===== config.mk =====
export PLATFORM = sky130hd
export DESIGN_NAME = pixel_arithmetic_gain_offset
export DESIGN_NICKNAME = d
export VERILOG_FILES = /design/src/rtl/pag_pkg.sv /design/src/rtl/pag_div_stage.sv /design/src/rtl/pag_mac.sv /design/src/rtl/pag_clip.sv /design/src/rtl/pixel_arithmetic_gain_offset.sv
export SDC_FILE = /design/constraint.sdc
export NUM_CORES = 2
export LEC_CHECK = 0
export BUFFER_PORTS_ARGS = -buffer_cell sky130_fd_sc_hd__buf_2
export CAP_MARGIN = 5
export CELL_PAD_IN_SITES_DETAIL_PLACEMENT = 1
export CELL_PAD_IN_SITES_GLOBAL_PLACEMENT = 1
export CORE_MARGIN = 2
export CORE_UTILIZATION = 40
export CTS_CLUSTER_SIZE = 8
export DETAILED_ROUTE_END_ITERATION = 8
export GPL_TIMING_DRIVEN = 1
export PLACE_DENSITY_LB_ADDON = 0.1
export SLEW_MARGIN = 15
export SYNTH_ARGS = -nofsm -noshare
export SYNTH_HDL_FRONTEND = slang
export SYNTH_SLANG_ARGS = --single-unit

===== constraint.sdc =====
create_clock -name clk -period 17.6 [get_ports clk]
set_clock_uncertainty 0.1 [all_clocks]
set_input_delay 3.52 -clock clk [delete_from_list [all_inputs] [get_ports clk]]
set_output_delay 3.52 -clock clk [all_outputs]
set_load 0.05 [all_outputs]

===== src/rtl/pag_pkg.sv =====
// Shared types, constants and register codes for the pixel gain/offset pipeline.
`timescale 1ns / 1ps

package pag_pkg;

    // Pixel range on the input side; values at or above it saturate.
    localparam int PIXEL_LEVELS = 256;
    localparam int PIX_W        = 8;
    localparam logic [PIX_W-1:0] PIXEL_MAX = PIX_W'(PIXEL_LEVELS - 1);

    // Output clip bound is always 0..255.
    localparam logic [7:0] CLIP_MAX = 8'hFF;

    // APB register file.
    localparam int ADDR_W = 4;
    localparam int DATA_W = 32;

    // Datapath widths.
    localparam int Q_W       = 24;            // floor(a * 2^16 / b)
    localparam int V_W       = 26;            // signed integer op result
    localparam int ACC_W     = V_W + DATA_W;  // product and accumulator
    localparam int FRAC_INT  = 16;
    localparam int FRAC_DIV  = 32;
    localparam int DIV_STEPS = 8;             // quotient bits per divider stage

    // Divide by zero behaves as divide by 0.00001.
    localparam int ZERO_DIV_FACTOR = 100000;

    localparam logic signed [ACC_W-1:0] TOP_INT = ACC_W'(64'sd255 <<< FRAC_INT);
    localparam logic signed [ACC_W-1:0] TOP_DIV = ACC_W'(64'sd255 <<< FRAC_DIV);

    typedef enum logic [2:0] {
        OP_ADD     = 3'd0,
        OP_SUB     = 3'd1,
        OP_ABSDIFF = 3'd2,
        OP_MUL     = 3'd3,
        OP_DIV     = 3'd4,
        OP_PASS    = 3'd5
    } pag_op_t;

    typedef enum logic [1:0] {
        REG_GAIN      = 2'd0,
        REG_OFFSET    = 2'd1,
        REG_OPERATION = 2'd2
    } pag_reg_t;

    localparam logic [DATA_W-1:0] GAIN_RESET   = 32'h0001_0000;
    localparam logic [DATA_W-1:0] OFFSET_RESET = 32'h0000_0000;

    // Payload carried through the divider stages.
    typedef struct packed {
        logic [PIX_W-1:0]        b;
        logic [PIX_W-1:0]        rem;
        logic [Q_W-1:0]          q;
        logic signed [V_W-1:0]   v;
        logic                    use_q;
    } pag_div_t;

    // Accumulated value ready for clipping.
    typedef struct packed {
        logic signed [ACC_W-1:0] acc;
        logic                    use_q;
    } pag_acc_t;

    // Per-stage control of the multiply/add unit.
    typedef struct packed {
        logic mul;
        logic add;
    } pag_mac_ctl_t;

endpackage


===== src/rtl/pag_div_stage.sv =====
// One registered stage of the restoring divider: eight quotient bits per stage.
`timescale 1ns / 1ps

module pag_div_stage
    import pag_pkg::*;
(
    input  logic                 clk,
    input  logic                 rst_n,
    input  logic                 en,
    input  logic                 valid_in,
    input  logic [DIV_STEPS-1:0] num,
    input  pag_div_t             din,
    output logic                 valid,
    output pag_div_t             dout
);

    logic     valid_reg;
    pag_div_t data_reg;
    pag_div_t data_next;

    always_comb
    begin
        logic [PIX_W-1:0] rem;
        logic [PIX_W:0]   trial;
        logic [Q_W-1:0]   q;
        rem       = din.rem;
        q         = din.q;
        data_next = din;
        // Shift in dividend bits msb first; subtract when the divisor fits.
        for (int i = DIV_STEPS - 1; i >= 0; i--)
        begin
            trial = {rem, num[i]};
            if (trial >= {1'b0, din.b})
            begin
                trial = trial - {1'b0, din.b};
                q     = {q[Q_W-2:0], 1'b1};
            end
            else
            begin
                q = {q[Q_W-2:0], 1'b0};
            end
            rem = trial[PIX_W-1:0];
        end
        data_next.rem = rem;
        data_next.q   = q;
    end

    always_ff @(posedge clk or negedge rst_n)
    begin
        if (!rst_n)
        begin
            valid_reg <= 1'b0;
        end
        else if (en)
        begin
            valid_reg <= valid_in;
        end
    end

    always_ff @(posedge clk)
    begin
        if (en)
        begin
            data_reg <= data_next;
        end
    end

    assign valid = valid_reg;
    assign dout  = data_reg;

endmodule


===== src/rtl/pag_mac.sv =====
// Gain multiply stage followed by the offset add stage.
`timescale 1ns / 1ps

module pag_mac
    import pag_pkg::*;
(
    input  logic              clk,
    input  logic              rst_n,
    input  pag_mac_ctl_t      en,
    input  logic              valid_in,
    input  pag_div_t          din,
    input  logic [DATA_W-1:0] gain,
    input  logic [DATA_W-1:0] offset,
    output pag_mac_ctl_t      valid,
    output pag_acc_t          dout
);

    pag_mac_ctl_t            valid_reg;
    logic signed [ACC_W-1:0] prod_reg;
    logic signed [ACC_W-1:0] prod_next;
    logic                    use_q_reg;
    pag_acc_t                acc_reg;
    pag_acc_t                acc_next;

    // Quotient (Q8.16) or integer result times Q16.16 gain.
    always_comb
    begin
        logic signed [V_W-1:0]    m;
        logic signed [DATA_W-1:0] g;
        g = $signed(gain);
        if (din.use_q)
        begin
            m = $signed({{(V_W-Q_W){1'b0}}, din.q});
        end
        else
        begin
            m = din.v;
        end
        prod_next = m * g;
    end

    // Offset lines up at 16 fraction bits, or at 32 on the quotient path.
    always_comb
    begin
        logic signed [ACC_W-1:0] off_int;
        logic signed [ACC_W-1:0] off_div;
        off_int = ACC_W'($signed(offset));
        off_div = ACC_W'($signed({offset, {FRAC_INT{1'b0}}}));
        acc_next.use_q = use_q_reg;
        acc_next.acc   = prod_reg + (use_q_reg ? off_div : off_int);
    end

    always_ff @(posedge clk or negedge rst_n)
    begin
        if (!rst_n)
        begin
            valid_reg <= '0;
        end
        else
        begin
            if (en.mul)
            begin
                valid_reg.mul <= valid_in;
            end
            if (en.add)
            begin
                valid_reg.add <= valid_reg.mul;
            end
        end
    end

    always_ff @(posedge clk)
    begin
        if (en.mul)
        begin
            prod_reg  <= prod_next;
            use_q_reg <= din.use_q;
        end
        if (en.add)
        begin
            acc_reg <= acc_next;
        end
    end

    assign valid = valid_reg;
    assign dout  = acc_reg;

endmodule


===== src/rtl/pag_clip.sv =====
// Output stage: clip the accumulator to 0..255, truncate, hold the result beat.
`timescale 1ns / 1ps

module pag_clip
    import pag_pkg::*;
(
    input  logic       clk,
    input  logic       rst_n,
    input  logic       en,
    input  logic       valid_in,
    input  pag_acc_t   din,
    output logic       valid,
    output logic [7:0] pix
);

    logic       valid_reg;
    logic [7:0] pix_reg;
    logic [7:0] pix_next;

    always_comb
    begin
        logic at_top;
        at_top = din.use_q ? (din.acc >= TOP_DIV) : (din.acc >= TOP_INT);
        if (din.acc <= 0)
        begin
            pix_next = 8'd0;
        end
        else if (at_top)
        begin
            pix_next = CLIP_MAX;
        end
        else if (din.use_q)
        begin
            pix_next = din.acc[FRAC_DIV +: 8];
        end
        else
        begin
            pix_next = din.acc[FRAC_INT +: 8];
        end
    end

    always_ff @(posedge clk or negedge rst_n)
    begin
        if (!rst_n)
        begin
            valid_reg <= 1'b0;
        end
        else if (en)
        begin
            valid_reg <= valid_in;
        end
    end

    always_ff @(posedge clk)
    begin
        if (en)
        begin
            pix_reg <= pix_next;
        end
    end

    assign valid = valid_reg;
    assign pix   = pix_reg;

endmodule


===== src/rtl/pixel_arithmetic_gain_offset.sv =====
// Top level: saturating pixel arithmetic with signed Q16.16 gain and offset.
//
//   channel   dir   signals                         beat contents
//   -------   ---   -----------------------------   -----------------------------
//   s_axis    in    tvalid tready tdata[15:0]       pixel_a [7:0], pixel_b [15:8]
//   m_axis    out   tvalid tready tdata[7:0]        result_pixel [7:0]
//   apb       in    psel penable pwrite paddr[3:0]  gain 0x0, offset 0x4,
//                   pwdata prdata pready            operation 0x8
//
// One beat per clock sustained while m_axis_tready stays high; the pipeline is
// three divider stages (eight quotient bits each), the gain multiply, the offset
// add and the clip/output register.
// rst_n clears all valid bits and loads gain = 1.0, offset = 0, operation = pass.
// Each stage advances when it is empty or the stage after it advances, so
// bubbles close up and a stall at m_axis holds each full stage with no empty stage after it.
`timescale 1ns / 1ps

module pixel_arithmetic_gain_offset
    import pag_pkg::*;
(
    input  logic              clk,
    input  logic              rst_n,

    input  logic              psel,
    input  logic              penable,
    input  logic              pwrite,
    input  logic [ADDR_W-1:0] paddr,
    input  logic [DATA_W-1:0] pwdata,
    output logic [DATA_W-1:0] prdata,
    output logic              pready,

    input  logic              s_axis_tvalid,
    output logic              s_axis_tready,
    input  logic [15:0]       s_axis_tdata,   // [7:0] pixel_a, [15:8] pixel_b

    output logic              m_axis_tvalid,
    input  logic              m_axis_tready,
    output logic [7:0]        m_axis_tdata    // [7:0] result_pixel
);

    // ------------------------------------------------------------------
    // Configuration registers
    // ------------------------------------------------------------------
    logic [DATA_W-1:0] gain_reg;
    logic [DATA_W-1:0] offset_reg;
    logic [2:0]        operation_reg;

    assign pready = 1'b1;

    // Take a write in the access phase; decode the word index only.
    always_ff @(posedge clk or negedge rst_n)
    begin
        if (!rst_n)
        begin
            gain_reg      <= GAIN_RESET;
            offset_reg    <= OFFSET_RESET;
            operation_reg <= OP_PASS;
        end
        else if (psel && penable && pwrite && pready)
        begin
            case (paddr[3:2])
                REG_GAIN:      gain_reg      <= pwdata;
                REG_OFFSET:    offset_reg    <= pwdata;
                REG_OPERATION: operation_reg <= pwdata[2:0];
                default:       ;
            endcase
        end
    end

    always_comb
    begin
        case (paddr[3:2])
            REG_GAIN:      prdata = gain_reg;
            REG_OFFSET:    prdata = offset_reg;
            REG_OPERATION: prdata = {{(DATA_W-3){1'b0}}, operation_reg};
            default:       prdata = '0;
        endcase
    end

    // ------------------------------------------------------------------
    // Pipeline advance chain, output side first
    // ------------------------------------------------------------------
    logic         v_div0, v_div1, v_div2, v_out;
    logic         en_div0, en_div1, en_div2, en_out;
    pag_mac_ctl_t v_mac;
    pag_mac_ctl_t en_mac;

    assign en_out     = !v_out || m_axis_tready;
    assign en_mac.add = !v_mac.add || en_out;
    assign en_mac.mul = !v_mac.mul || en_mac.add;
    assign en_div2    = !v_div2 || en_mac.mul;
    assign en_div1    = !v_div1 || en_div2;
    assign en_div0    = !v_div0 || en_div1;

    assign s_axis_tready = en_div0;

    // ------------------------------------------------------------------
    // Input conditioning and the integer operation
    // ------------------------------------------------------------------
    logic [PIX_W-1:0] pix_a;
    logic [PIX_W-1:0] pix_b;
    pag_div_t         div_in;

    // Saturate pixels at or above the level count.
    assign pix_a = (s_axis_tdata[7:0]  > PIXEL_MAX) ? PIXEL_MAX : s_axis_tdata[7:0];
    assign pix_b = (s_axis_tdata[15:8] > PIXEL_MAX) ? PIXEL_MAX : s_axis_tdata[15:8];

    always_comb
    begin
        logic signed [V_W-1:0] a_ext;
        logic signed [V_W-1:0] b_ext;
        a_ext = $signed({{(V_W-PIX_W){1'b0}}, pix_a});
        b_ext = $signed({{(V_W-PIX_W){1'b0}}, pix_b});

        div_in.b     = pix_b;
        div_in.rem   = '0;
        div_in.q     = '0;
        div_in.use_q = 1'b0;

        case (operation_reg)
            OP_ADD:     div_in.v = a_ext + b_ext;
            OP_SUB:     div_in.v = a_ext - b_ext;
            OP_ABSDIFF: div_in.v = (pix_a >= pix_b) ? (a_ext - b_ext) : (b_ext - a_ext);
            OP_MUL:     div_in.v = $signed(V_W'(16'(pix_a) * 16'(pix_b)));
            OP_DIV:
            begin
                // Zero divisor acts as 0.00001: scale a by 100000 exactly.
                div_in.v     = $signed(V_W'(32'(pix_a) * ZERO_DIV_FACTOR));
                div_in.use_q = (pix_b != '0);
            end
            default:    div_in.v = a_ext;
        endcase
    end

    // ------------------------------------------------------------------
    // Divider: a * 2^16 / b, dividend bits enter msb first
    // ------------------------------------------------------------------
    pag_div_t div0_out, div1_out, div2_out;

    pag_div_stage u_div0 (
        .clk      (clk),
        .rst_n    (rst_n),
        .en       (en_div0),
        .valid_in (s_axis_tvalid),
        .num      (pix_a),
        .din      (div_in),
        .valid    (v_div0),
        .dout     (div0_out)
    );

    // Low sixteen dividend bits are zero.
    pag_div_stage u_div1 (
        .clk      (clk),
        .rst_n    (rst_n),
        .en       (en_div1),
        .valid_in (v_div0),
        .num      ('0),
        .din      (div0_out),
        .valid    (v_div1),
        .dout     (div1_out)
    );

    pag_div_stage u_div2 (
        .clk      (clk),
        .rst_n    (rst_n),
        .en       (en_div2),
        .valid_in (v_div1),
        .num      ('0),
        .din      (div1_out),
        .valid    (v_div2),
        .dout     (div2_out)
    );

    // ------------------------------------------------------------------
    // Gain, offset and clip
    // ------------------------------------------------------------------
    pag_acc_t mac_out;

    pag_mac u_mac (
        .clk      (clk),
        .rst_n    (rst_n),
        .en       (en_mac),
        .valid_in (v_div2),
        .din      (div2_out),
        .gain     (gain_reg),
        .offset   (offset_reg),
        .valid    (v_mac),
        .dout     (mac_out)
    );

    pag_clip u_clip (
        .clk      (clk),
        .rst_n    (rst_n),
        .en       (en_out),
        .valid_in (v_mac.add),
        .din      (mac_out),
        .valid    (v_out),
        .pix      (m_axis_tdata)
    );

    assign m_axis_tvalid = v_out;

endmodule


==> flow_metrics.env <==
export IMPL_die_y_um=385.5
export IMPL_setup_violations=0
export IMPL_synth_simple_area_share_pct=13.41
export IMPL_maxCapViolations=0
export IMPL_tightest_slew_ns=1.156
export IMPL_clkLatencyLatePin_ns=0.61
export IMPL_yosysMostFrequentCell="inv_1"
export IMPL_synth_area_leaders="fa_1 (32%), edfxtp_1 (15%), ha_1 (11%), inv_1 (6.7%), nand2_1 (5.0%)"
export IMPL_finalHoldViolations=0
export IMPL_synth_common_cells="inv_1 (1,044), fa_1 (916), nand2_1 (779)"
export IMPL_crit_top_cell="buf_4"
export IMPL_wl_per_cell_um=22.36
export IMPL_fin_crit_ns=17.10
export IMPL_ys_seq_elements=360
export IMPL_hold_path_class="register to register"
export IMPL_crit_path_top_delay_cell="or4_4"
export IMPL_port_buffers=98
export IMPL_fmaxAchievable_mhz=58.49
export IMPL_hp_start="u_div0.dout[15]"
export IMPL_worstPathArrival_ns=17.31
export IMPL_max_stage_delay_ns=0.56
export IMPL_cts_num_sinks=360
export IMPL_setup_worst_path_start="s_axis_tdata[7]"
export IMPL_nNetsFinal=7950
export IMPL_tritoncts="yes"
export IMPL_worst_path_max_fanout=7
export IMPL_placedCellCount=8248
export IMPL_synth_async_reset_ratio_pct=20.28
export IMPL_grt_pass1_wl_um=292800
export IMPL_synth_top_area_share_pct=31.50
export IMPL_syn_avg_cell_area_um2=9.605
export IMPL_htree_levels=2
export IMPL_drtAntennaViolNets=0
export IMPL_required_ns=17.81
export IMPL_ys_seq_area_share_pct=17.95
export IMPL_fin_tns_setup_ns=0
export IMPL_root_buffer="clkbuf_16"
export IMPL_worstSetupStartpointType="primary input"
export IMPL_grt_start_max_net_pins=66
export IMPL_num_vias=44600
export IMPL_end_kind="register"
export IMPL_synth_xor_area_share_pct=3.672
export IMPL_r2r_start="u_div0.dout[51]"
export IMPL_initial_core_util_pct=40.42
export IMPL_cts_buffers=53
export IMPL_yosysWarnings=0
export IMPL_grt_pass1_vias=49300
export IMPL_final_period_utilization_pct=97.15
export IMPL_num_rows=139
export IMPL_gp_congestion=0.8884
export IMPL_utilization_pct=46.21
export IMPL_fin_cells=8411
export IMPL_synth_compound_area_share_pct=9.583
export IMPL_cts_hold_buf=0
export IMPL_clk_pin_slew_ns=0.05
export IMPL_firstDrtPassIters=5
export IMPL_antenna_found_initial=7
export IMPL_drive_gt1_share_pct=15.88
export IMPL_grt_overflow=0
export IMPL_dieArea_um2=148600
export IMPL_synth_top_flop_cell="edfxtp_1"
export IMPL_hpwl_um=144000
export IMPL_vias_per_cell=5.302
export IMPL_synth_top_family_by_area="adder cells"
export IMPL_yosys_area_top_type="fa_1"
export IMPL_syn_inst=6060
export IMPL_io_pins=102
export IMPL_synthAdderAreaFrac_pct=42.34
export IMPL_synth_edff_count=287
export IMPL_syn_nets=7539
export IMPL_r2r_cells=83
export IMPL_status="complete, no violations"
export IMPL_drt_initial_drc_count=2136
export IMPL_syn_area_um2=58210
export IMPL_reg2reg_to="u_div1.dout[55]"
export IMPL_drt_wl_total_um=188100
export IMPL_finalMaxSlewViolations=0
export IMPL_crit_end="u_div0.dout[52]"
export IMPL_core_um2=144000
export IMPL_area_growth_pct=14.31
export IMPL_clk_path_buf_depth=3
export IMPL_grtUsageTotal_pct=25.81
export IMPL_route_detailed_drc=0
export IMPL_dieWidth_um=385.5
export IMPL_synthMuxAreaShare_pct=4.637
export IMPL_path_class="primary input to register"
export IMPL_rrSetupSlack_ns=1.09
export IMPL_max_slew_margin_pct=22.43
export IMPL_synth_cell_type_count=104
-- per-layer routing --
metal | share of wire (%) | vias up | global-route usage, %
met3 | 4.6 | 249 | 3.008
li1 | - | 20280 | -
met2 | 49 | 997 | 45.00
met1 | 44 | 23080 | 34.01
met5 | 0 | - | 0
met4 | 2.9 | 0 | 6.593
-- critical path: cells and delay by family --
| family | cells | cell delay (ns) |
|---|---|---|
| AO/OA/AOI/OAI | 37 | 5.33 |
| adder cells (fa/ha/maj) | 8 | 2.02 |
| AND/OR/NAND/NOR | 16 | 3.31 |
| multiplexers | 5 | 1.32 |
| buffers and inverters | 19 | 1.82 |
-- layout make-up --
class,count,area (µm²)
clock buffers,83,1460
well taps,1903,2381
inverters,1054,3975
flip-flops and latches,360,10460
clock inverters,8,76.32
multi-input cells,4410,43930
fillers,16340,77470
repair buffers,592,4258
diodes,1,2.502
-- worst min path at each step --
stage / endpoint / slack [ns] / cells past startpoint
after global placement: u_div2.dout[2] / 0.30 / 0
after global routing: u_div1.dout[21] / 0.31 / 0
after detailed placement: u_div2.dout[0] / 0.31 / 0
after floorplan: u_div1.dout[0] / 0.30 / 0
final: u_div1.dout[15] / 0.31 / 0
after CTS: u_div1.dout[21] / 0.31 / 0
-- metrics by stage --
step / instance area, µm² / setup slack [ns] / hold slack (ns)
6_report: 66540 / 0.5019 / 0.3081
5_1_grt: 66540 / -0.05381 / 0.3090
4_1_cts: 65730 / 0.002361 / 0.3108
3_5_place_dp: 63620 / -1.261 / 0.3057
3_3_place_gp: 63620 / -0.8313 / 0.3015
2_1_floorplan: 58380 / 0.006425 / 0.3003
-- timing repair --
item	CTS	global route
pin swaps	35	73
cloned	1	0
hold endpoints to repair	0	0
endpoints found under the setup margin	9	19
buffers inserted	46	27
resized for setup	42	136
-- cell usage in the layout, fill, tap and decap left out, types with 43 or more instances in the layout --
cell       Yosys  routed
inv_1       1044    1032
fa_1         916     916
nand2_1      779     770
buf_4          5     489
ha_1         504     486
edfxtp_1     287     287
nor2_1       254     241
nor2b_1      228     218
a21oi_1      231     214
xnor2_1      167     167
mux2_2       152     148
o21ai_0      162     135
a21o_1       125     124
and2_1        97      96
buf_2          5      95
nand2b_1      85      85
xor2_1        77      77
dfrtp_1       70      65
mux2i_1       68      57
o21a_1        56      56
clkbuf_16      0      54
o21bai_1      44      43
-- cells by family after synthesis --
kind of cell	Yosys count
simple gates	1660
xor+xnor	244
mux	239
flops	360
buf+inv	1291
compound gates	845
fa+ha+maj	1420
other cells	1
Power is left out: the tool's default activity adds up to more than one toggle a clock period on the data nets, which glitch-free logic cannot reach.
